$ cat src/design/bps_pkg.sv
// shared types, register codes and saturation helper for the brownian step core
// no dependencies; every other design file takes names from here by scope
package bps_pkg;

    localparam int unsigned WordW  = 32;
    localparam int unsigned FracW  = 28;
    localparam int unsigned SqrtSt = 32;
    localparam int unsigned QuoW   = 31;

    typedef logic [WordW-1:0] t_word;
    typedef logic [2:0][WordW-1:0] t_vec3;

    // register map index
    typedef enum logic {
        REG_TRANS_BASE = 1'b0,
        REG_ROT_BASE   = 1'b1
    } t_reg_idx;

    typedef struct packed {
        t_word trans_base;
        t_word rot_base;
    } t_cfg;

    // data travelling alongside the arithmetic; dir holds the director, unnormalised until the divider
    typedef struct packed {
        t_vec3 disp;
        t_vec3 turn;
        t_vec3 dir;
    } t_carry;

    typedef struct packed {
        logic [59:0]     rem;
        logic [QuoW-1:0] q;
        logic            ovf;
        logic            neg;
    } t_div_lane;

    typedef struct packed {
        t_div_lane [2:0] lane;
        t_word           len;
        logic            degen;
        t_vec3           disp;
        t_vec3           turn;
    } t_div_st;

    // clamp to the signed 32-bit range
    function automatic t_word f_sat32(input logic signed [37:0] v);
        t_word r;
        if (v > 38'sd2147483647) begin
            r = 32'h7FFF_FFFF;
        end else if (v < -38'sd2147483648) begin
            r = 32'h8000_0000;
        end else begin
            r = v[31:0];
        end
        return r;
    endfunction

endpackage

$ cat src/design/bps_regs.sv
// apb-style register block holding the two mobility bases
// depends on bps_pkg for the register map and config struct
module bps_regs (
    input  logic          i_clk,
    input  logic          i_rst_n,
    input  logic          psel,
    input  logic          penable,
    input  logic          pwrite,
    input  logic [2:0]    paddr,
    input  logic [31:0]   pwdata,
    output logic [31:0]   prdata,
    output logic          pready,
    output bps_pkg::t_cfg o_cfg
);
    bps_pkg::t_cfg    r_cfg;
    bps_pkg::t_reg_idx w_idx;

    assign w_idx  = bps_pkg::t_reg_idx'(paddr[2]);
    assign pready = 1'b1;
    assign o_cfg  = r_cfg;

    // register writes on the access phase
    always_ff @(posedge i_clk) begin
        if (!i_rst_n) begin
            r_cfg <= '0;
        end else if (psel && penable && pwrite) begin
            case (w_idx)
                bps_pkg::REG_TRANS_BASE: r_cfg.trans_base <= pwdata;
                bps_pkg::REG_ROT_BASE:   r_cfg.rot_base   <= pwdata;
                default: ;
            endcase
        end
    end

    // read-back mux
    always_comb begin
        case (w_idx)
            bps_pkg::REG_TRANS_BASE: prdata = r_cfg.trans_base;
            bps_pkg::REG_ROT_BASE:   prdata = r_cfg.rot_base;
            default:                 prdata = '0;
        endcase
    end
endmodule

$ cat config.mk
export PLATFORM = sky130hd
export DESIGN_NAME = bps_regs
export DESIGN_NICKNAME = d
export VERILOG_FILES = /design/src/design/bps_pkg.sv /design/src/design/bps_regs.sv
export SDC_FILE = /design/constraint.sdc
export NUM_CORES = 1
export LEC_CHECK = 0
export ABC_AREA = 1
export BUFFER_PORTS_ARGS = -buffer_cell sky130_fd_sc_hd__buf_2
export CORE_ASPECT_RATIO = 1.1
export CORE_MARGIN = 3
export CORE_UTILIZATION = 41
export DETAILED_ROUTE_END_ITERATION = 8
export PLACE_DENSITY_LB_ADDON = 0.3
export REMOVE_ABC_BUFFERS = 1
export SLEW_MARGIN = 0
export SYNTH_ARGS = -nofsm -noshare
export SYNTH_HDL_FRONTEND = slang
export SYNTH_SLANG_ARGS = --single-unit
$ cat constraint.sdc
create_clock -name i_clk -period 0.9 [get_ports i_clk]
set_clock_uncertainty 0.05 [all_clocks]
set_input_delay 0.135 -clock i_clk [delete_from_list [all_inputs] [get_ports i_clk]]
set_output_delay 0.135 -clock i_clk [all_outputs]
set_load 0.005 [all_outputs]
# ---- Word-level counts from Yosys, hierarchy flattened
# Cells that the tools add are included.
dict set report totals {
  reg_bits 64
  out_inout_bits 97
  word_cells 8
}
dict set report op_classes {
  mux 1
  bitwise 1
  n_reduce_logical 4
}
# operator n
set ops {}
lappend ops {{$pmux W32 S2} 1}
lappend ops {{$reduce_and A2 Y1} 2}
lappend ops {{$logic_and A1 B1 Y1} 2}
lappend ops {{$not A1 Y1} 1}

# ---- Depth between registers and ports, before layout
# Gate-level depths: netlist (run 1).
dict set report depth {
  depth_word 3
  depth_mapped 6
  mapped_depth_nobuf 5
}

# ---- Worst setup path before layout (run 1)
# OpenSTA, ideal clock, no wires.
dict set report synth_path {
  path_type {input-to-reg}
  from {in psel}
  to {reg r_cfg (netlist bit o_cfg[10])}
  setup_ps 113
  arrival_time_ps 728
  t_required_ps 737
  setup_slack_ps 10
  stages 6
  path_buffers 1
  path_cell_list {nand2_1 nor2_4 buf_2 nand3_1 nand2_1 nor2_1}
}
dict set report synth_between {
  elab_chain_len 3
}
# element line_no
set synth_rtl {}
lappend synth_rtl {{start: declaration} bps_regs.sv:6} ;# input logic psel,
lappend synth_rtl {{$logic_and A1 B1 Y1 (2 in a row)} bps_regs.sv:26} ;# end else if (psel && penable && pwrite) begin
lappend synth_rtl {{$reduce_and A2 Y1 (no line)} --}
lappend synth_rtl {{end: declaration} bps_regs.sv:15} ;# bps_pkg::t_cfg r_cfg;
# No other way between the ends.
# A chain may end at the register's enable or synchronous reset.

# ---- Final worst setup path (run 1)
dict set report layout_path {
  from {reg r_cfg (netlist bit o_cfg[4])}
  to {out prdata[4]}
}
dict set report layout_between {
  elab_chain_len 1
}
# element line_no
set layout_rtl {}
lappend layout_rtl {{$pmux W32 S2} bps_regs.sv:37} ;# case (w_idx)
lappend layout_rtl {{end: declaration} bps_regs.sv:11} ;# output logic [31:0] prdata,
# No other way between the ends.

==> results of run 1 <==
==> metrics by stage <==
stage / utilization [%] / cell area [um2] / cells
2_1_floorplan: - / 2860 / 456
3_3_place_gp: 54.3 / 3890 / 692
3_5_place_dp: 54.3 / 3890 / 692
4_1_cts: 58.9 / 4220 / 711
5_1_grt: 60.7 / 4350 / 717
6_report: 60.7 / 4350 / 717
==> final cells by class <==
cell class                      count  area, um2  area share (%)
Inverter                           34        128            2.94
Tap cell                           85        106            2.45
Multi-Input combinational cell    358       1470            33.8
Sequential cell                    64       1360            31.4
Timing Repair Buffer              161       1070            24.7
Clock inverter                      3       40.0           0.921
Clock buffer                       12        165            3.80
==> layer usage <==
layer / GRT usage (%) / vias to the layer above
met5: 0 / -
met4: 6.98 / 0
met3: 5.37 / 5
met2: 34.2 / 89
met1: 24.8 / 1561
li1: - / 1750
==> cells in the mapped netlist, drive strengths merged <==
| library cell | count | area [um2] |
|---|---|---|
| buf | 33 | 214 |
| clkbuf | 1 | 3.75 |
| nand3 | 65 | 330 |
| conb | 1 | 3.75 |
| nand2 | 161 | 604 |
| inv | 34 | 128 |
| nor2 | 131 | 514 |
| dfxtp | 64 | 1280 |
==> critical path, cell delays in order (launching register included) <==
cell     delay (ns)
dfxtp_2        0.35
nand2_1        0.06
nand2_1        0.07
buf_2          0.11
==> cell families (layout without fill, tap and decap cells) <==
kind of cell / after synthesis / after routing / synth area share [%]
buffers and inverters: 68 / 210 / 11.2
DFF: 64 / 64 / 41.6
other: 1 / 1 / 0.122
and+or+nand+nor: 357 / 357 / 47.1
==> power breakdown <==
part | switching, mW | internal [mW]
combinational | 0.502 | 0.429
sequential | 0.0788 | 2.95
clock | 1.08 | 1.48
==> worst min path at each step <==
stage,end,from,cells after the start,slack [ns]
floorplan,o_cfg[0]$_SDFFE_PN0P_,i_rst_n,2,0.21
global placement,o_cfg[15]$_SDFFE_PN0P_,i_rst_n,3,0.38
detailed placement,o_cfg[15]$_SDFFE_PN0P_,i_rst_n,3,0.39
CTS,o_cfg[15]$_SDFFE_PN0P_,i_rst_n,3,0.01
global route,o_cfg[15]$_SDFFE_PN0P_,i_rst_n,3,0.04
finish,o_cfg[15]$_SDFFE_PN0P_,i_rst_n,3,0.02
==> repair_timing <==
item | CTS | global route
pin swaps | 36 | 15
setup endpoints to repair | 96 | 96
setup buffers | 4 | 6
cloned | 0 | 0
hold buffers | 0 | 0
resized for setup | 66 | 19
==> metrics.txt, run 1 <==
DRC=0; Final Critical Period=1.11 ns; H-tree depth=3; metal2 WL=4.52 mm; Hold Crit Class=in -> reg; Mapped Area=3080 um2; routed wire length per instance=12.2 um; unique cell type count in the Yosys netlist=14; Setup WS post-layout=-0.212 ns; Starting Density=43.0%; Yosys reg bits=64; Worst setup EP type=output port; Max clock buf depth=2; crit start category=flip-flop; Starting DRT DRC Count=165; worst hold slack=0.0211 ns; Die Y=96.9 um; clk slew on worst S/H paths=0.07 ns; Core Area=7170 um2; gr ovfl total=0; Pre-antenna DRT Iters=4; worst setup path start=o_cfg[4]$_SDFFE_PN0P_; Static Leak=2.41 nW; vias in the first global route=3037; most common cell after layout, fill and taps aside=nand2_1; total global-route track usage=20.4%; status=complete, but fails checks; final RePlAce weighted congestion=0.799; Boundary Pins=137; sequential share of the synthesized area=41.6%; Placement Setup Slack=-0.173 ns; Die Wd=88.6 um; DR vias=3405; wire length on met3=477 um; final hold vios=0; initial antenna violation count=0; Synth Warn #=0; Pwr Total=6.52 mW; maximum fanout along the worst path=3; CTS sink count=64; reg2reg setup slack=0.06 ns; Final Max Slew Viols=0; Final ANT Viol Nets=0; maximum VDD drop=0.000870 V; Cells after Synth=490; CTS tree=built; most frequent cells in the layout=154 x nand2_1, 128 x nor2_1, 123 x buf_2; final WL=8.78 mm; Die Area=8590 um2; layout cells sized above 1=40.0%; row count=32; nets@finish=668; via/cell ratio=4.75; n_diodes=0; R2R Path End=o_cfg[22]$_SDFFE_PN0P_; Detailed Place HPWL=5.98 mm; Root Buffer=clkbuf_8; critical path required time=0.71 ns; PortBufs=133; R2R cell count=4; Num CTS Buffers=9; largest net degree at the start of global routing=41; max cap viols=0; Top Metal Used=met4; Final period util=124%; pwr dens=1500 nW/um2; Area growth syn-to-layout=41.2%; critical path endpoint=prdata[4]; setup total negative slack=-10.93 ns; filler cell count=679; RSZ-0062 raised after global routing=true; Clock Latency Late Sink=0.34 ns; synthesized area per cell=6.28 um2; Worst Setup Path Type=reg -> out; first-pass GRT wire length=14.0 mm; M1 WL=3.70 mm; violated checks=negative setup slack; final setup violation count=96; Critical R2R Launch=o_cfg[22]$_SDFFE_PN0P_; number of flip-flops in the largest register=64; Max Freq=899 MHz; Worst Path Arrival=0.93 ns
No activity file was read; power rests on OpenSTA's default activity.
==> run 2, diff against run 1 <==
- ABC_AREA: 1 -> default
- SETUP_SLACK_MARGIN: default -> 0.4
==> metrics.txt, run 2 <==
status=complete, but fails checks; violated checks=negative setup slack; Final period util=147%; unique cell type count in the Yosys netlist=11; Detailed Place HPWL=5.20 mm; ys flop type=dfxtp_1; largest net degree at the start of global routing=47; Area contributors post-synth=dfxtp_1 46%, mux2i_1 23%, mux2_2 13%, nand2_1 13%, buf_6 2.0%; CTS sink count=64; CTS tree=built; Clock Latency Late Sink=0.34 ns; final setup violation count=115; sequential share of the synthesized area=45.6%; Area growth syn-to-layout=115%; initial antenna violation count=0; Setup WS post-layout=-0.424 ns; Async SR Flop Fraction=0%; synthesized area per cell=9.97 um2; Final Critical Period=1.32 ns; DR vias=3228; Pre-antenna DRT Iters=4; vias in the first global route=2994; Yosys reg bits=64; Mapped Area=2810 um2; most frequent cells in the layout=193 x buf_6, 64 x dfxtp_2, 62 x mux2i_1; number of flip-flops in the largest register=64; maximum VDD drop=0.000907 V; Max Freq=755 MHz; Synth top area share=45.6%; Die Wd=84.9 um; clk slew on worst S/H paths=0.08 ns; max cap viols=0; setup total negative slack=-26.19 ns; DRC=0; layout cells sized above 1=77.3%; most common cell in the netlist=nand2_1; critical path required time=0.71 ns; Pwr Total=6.91 mW; Static Leak=3.01 nW; maximum fanout along the worst path=2; Starting Density=42.4%; Worst Path Arrival=1.14 ns; total global-route track usage=24.0%; first-pass GRT wire length=14.8 mm; Synth Warn #=0; Max clock buf depth=2; routed wire length per instance=21.1 um; Root Buffer=clkbuf_8; row count=31; n_diodes=0; Worst Setup Path Type=reg -> out; Post-synth top cells=96 x nand2_1, 64 x dfxtp_1, 64 x mux2i_1; Die Area=7880 um2; Boundary Pins=137; Cells after Synth=282; Hold Crit Class=in -> reg; gr ovfl total=0; Final ANT Viol Nets=0; Num CTS Buffers=9; most common cell after layout, fill and taps aside=buf_6; Die Y=92.8 um; final WL=13.1 mm; crit start category=flip-flop; RSZ-0062 raised after global routing=true; H-tree depth=3; final hold vios=0; Worst setup EP type=output port; Synth area leader=dfxtp_1; via/cell ratio=5.18; nets@finish=576; final RePlAce weighted congestion=0.738; PortBufs=133; filler cell count=235; Core Area=6630 um2; Final Max Slew Viols=0; pwr dens=1140 nW/um2; Post-synth EDFFs=0; Starting DRT DRC Count=136
## run 2: cell count changes after synthesis, moves of 32 or more
cell / previous run / this run
nand2_1: 161 / 96
nand3_1: 64 / 0
nor2_1: 128 / 0
inv_1: 32 / 0
mux2i_1: 0 / 64
mux2_2: 0 / 32
## run 2: repair_timing
item	CTS	global route
buffers inserted	31	50
setup endpoints to repair	160	160
endpoints found under the hold margin	2	0
pin swaps	0	0
gates resized for setup	223	109
gates cloned	3	1
## run 2: where the power goes
part | internal (mW) | switching [mW] | total [mW]
Sequential | 2.90 | 0.0559 | 2.96
Combinational | 0.631 | 0.466 | 1.10
Clock | 1.64 | 1.21 | 2.85
## run 2: worst max-delay path: stages, from the launching register on
cell and delay (ns):
dfxtp_2 0.36, mux2_4 0.31, buf_6 0.13
## run 2: path summary, 6_finish.rpt
path                     startpoint                endpoint  slack, ns  cells past startpoint
min                       pwdata[4]   o_cfg[4]$_SDFFE_PN0P_       0.01                      3
max reg2reg  o_cfg[48]$_SDFFE_PN0P_  o_cfg[48]$_SDFFE_PN0P_      -0.15                      6
max          o_cfg[61]$_SDFFE_PN0P_              prdata[29]      -0.42                      2
min reg2reg  o_cfg[36]$_SDFFE_PN0P_  o_cfg[36]$_SDFFE_PN0P_       0.42                      2
## run 2: area by class of cell
class	instances	area [um2]	share of cell area, %
clock buffer	13	149	2.46
clock inverter	3	65.1	1.08
multi-input combinational	195	1580	26.2
sequential	64	1360	22.5
tap	82	103	1.70
timing repair buffer	266	2790	46.1
## run 2: routing by layer
| metal | up-vias | track usage, % | part of all wire (%) |
|---|---|---|---|
| li1 | 1446 | - | - |
| met1 | 1595 | 26.7 | 37 |
| met2 | 137 | 44.5 | 54 |
| met3 | 50 | 4.80 | 4.0 |
| met4 | 0 | 9.23 | 5.1 |
| met5 | - | 0 | 0 |
## run 2: metrics by stage
stage	util (%)	instances	hold WS, ns	setup slack (ns)	instance area, um2
4_1_cts	78.7	572	-0.000434	-0.345	5220
5_1_grt	91.2	623	0.00748	-0.430	6050
3_3_place_gp	58.2	522	0.358	-0.298	3860
6_report	91.2	623	0.00970	-0.424	6050
2_1_floorplan	-	259	0.231	-0.871	2670
3_5_place_dp	58.2	522	0.365	-0.352	3860
## run 2: logic make-up after synthesis
logic type | Yosys count | share of synthesized area, %
flip-flops | 64 | 45.6
other | 1 | 0.133
buffers and inverters | 23 | 5.03
multiplexers | 96 | 35.6
AND/OR/NAND/NOR | 98 | 13.6
==> run 3, diff against run 2 <==
- CTS_CLUSTER_SIZE: default -> 40
- clock period: 0.9 -> 1.4 ns (I/O delays scaled with it)
==> metrics.txt, run 3 (synthesized netlist as in run 2, its figures left out) <==
status=completed; most frequent cells in the layout=172 x buf_6, 96 x nand2_1, 64 x dfxtp_2; Num CTS Buffers=9; CTS tree=built; most common cell after layout, fill and taps aside=buf_6; final hold vios=0; Setup WS post-layout=0.0608 ns; Final period util=95.7%; Die Wd=84.9 um; critical path endpoint=prdata[23]; WP buf/inv=1; gr ovfl total=0; H-tree depth=3; first-pass GRT wire length=14.6 mm; Pre-antenna DRT Iters=4; maximum fanout along the worst path=2; row count=31; DRC=0; initial antenna violation count=0; via/cell ratio=5.21; DR vias=3171; CTS sink count=64; Static Leak=2.90 nW; pwr dens=752 nW/um2; Placed Cells=481; Pwr Total=4.34 mW; Die Area=7880 um2; Critical R2R Launch=o_cfg[48]$_SDFFE_PN0P_; Top Family by Delay on Critical Path=flip-flops; R2R Path End=o_cfg[48]$_SDFFE_PN0P_; PortBufs=133; critical path required time=1.14 ns; final setup violation count=0; Core Area=6630 um2; crit start category=flip-flop; RSZ-0062 raised after global routing=true; clk slew on worst S/H paths=0.08 ns; Starting DRT DRC Count=132; final instance area=5770 um2; max cap viols=0; DP Area=3570 um2; R2R cell count=5; Detailed Place HPWL=4.52 mm; reg2reg setup slack=0.36 ns; worst hold slack=0.0817 ns; Post-CTS Hold Buffers=0; area occupied by multi-input gates=1500 um2; vias in the first global route=2886; Worst Setup Path Type=reg -> out; Hold Crit Class=in -> reg; Final ANT Viol Nets=0; total global-route track usage=23.3%; largest net degree at the start of global routing=97; CP max-delay cell=dfxtp_2; Die Y=92.8 um; Worst Path Arrival=1.08 ns; routed wire length per instance=19.6 um; nets@finish=562; Final Max Slew Viols=0; Area growth syn-to-layout=105%; Placement Setup Slack=0.00211 ns; Root Buffer=clkbuf_8; Max Freq=747 MHz; Final Critical Period=1.34 ns; Max clock buf depth=2; Worst path depth=2; Non-Filler Instances=609; Worst setup EP type=output port; layout cells sized above 1=69.4%; n_diodes=0; final WL=11.9 mm; final RePlAce weighted congestion=0.686; number of flip-flops in the largest register=64; Boundary Pins=137; Clock Latency Late Sink=0.33 ns; Starting Density=42.4%; worst setup path start=o_cfg[55]$_SDFFE_PN0P_; crit-path max cell delay=0.34 ns; CP Cell Sequence=mux2_2 -> buf_6; Sequential Area=1360 um2; filler cell count=309; maximum VDD drop=0.000600 V
[run 3: cell count changes in the layout (fill, tap and decap cells not counted), moves of 2 or more]
cell | previous run | this run
nand2_2 | 37 | 0
clkbuf_1 | 3 | 1
nand2_4 | 2 | 0
nand2_1 | 57 | 96
buf_6 | 193 | 172
clkinvlp_4 | 0 | 2
buf_12 | 9 | 7
mux2_2 | 14 | 3
buf_2 | 52 | 49
buf_4 | 7 | 20
mux2_4 | 18 | 29
[run 3: worst min path at each step]
stage / from / end / slack (ns) / cells past startpoint
6_report: pwdata[4] / o_cfg[4]$_SDFFE_PN0P_ / 0.08 / 3
5_1_grt: pwdata[4] / o_cfg[4]$_SDFFE_PN0P_ / 0.09 / 3
4_1_cts: pwdata[12] / o_cfg[44]$_SDFFE_PN0P_ / 0.07 / 3
3_5_place_dp: o_cfg[43]$_SDFFE_PN0P_ / o_cfg[43]$_SDFFE_PN0P_ / 0.41 / 2
3_3_place_gp: o_cfg[37]$_SDFFE_PN0P_ / o_cfg[37]$_SDFFE_PN0P_ / 0.40 / 2
2_1_floorplan: i_rst_n / o_cfg[32]$_SDFFE_PN0P_ / 0.31 / 2
[run 3: what timing repair did]
action,4_1_cts,5_1_grt
setup buffers,56,52
endpoints found under the setup margin,122,129
resized for setup,210,65
endpoints found under the hold margin,0,0
gates cloned,3,1
[run 3: routing by layer]
metal,GRT usage (%),part of all wire [%],vias up
met5,0,0,-
met4,8.31,2.6,0
met3,4.72,4.6,37
met2,43.6,56,132
met1,25.7,37,1583
li1,-,-,1419
[run 3: layout make-up]
class	instances	share of cell area, %
clock inverters	5	1.39
repair buffers	252	44.7
well taps	82	1.78
flip-flops and latches	64	23.6
multi-input cells	195	26.1
clock buffers	11	2.45
[run 3: per-stage QoR]
step	setup TNS, ns	util, %
2_1_floorplan	-18.07	-
3_3_place_gp	0	53.8
3_5_place_dp	0	53.8
4_1_cts	0	76.6
5_1_grt	0	87.0
6_report	0	87.0
[run 3: tightest hold or removal path, stage by stage]
cell     delay (ns)
buf_2          0.09
nand2_1        0.06
mux2i_1        0.06
[run 3: report_power, final]
part | internal (mW) | total [mW] | switching, mW
Clock | 1.05 | 1.78 | 0.732
Combinational | 0.385 | 0.654 | 0.268
Sequential | 1.87 | 1.90 | 0.0350
Total | 3.30 | 4.34 | 1.04
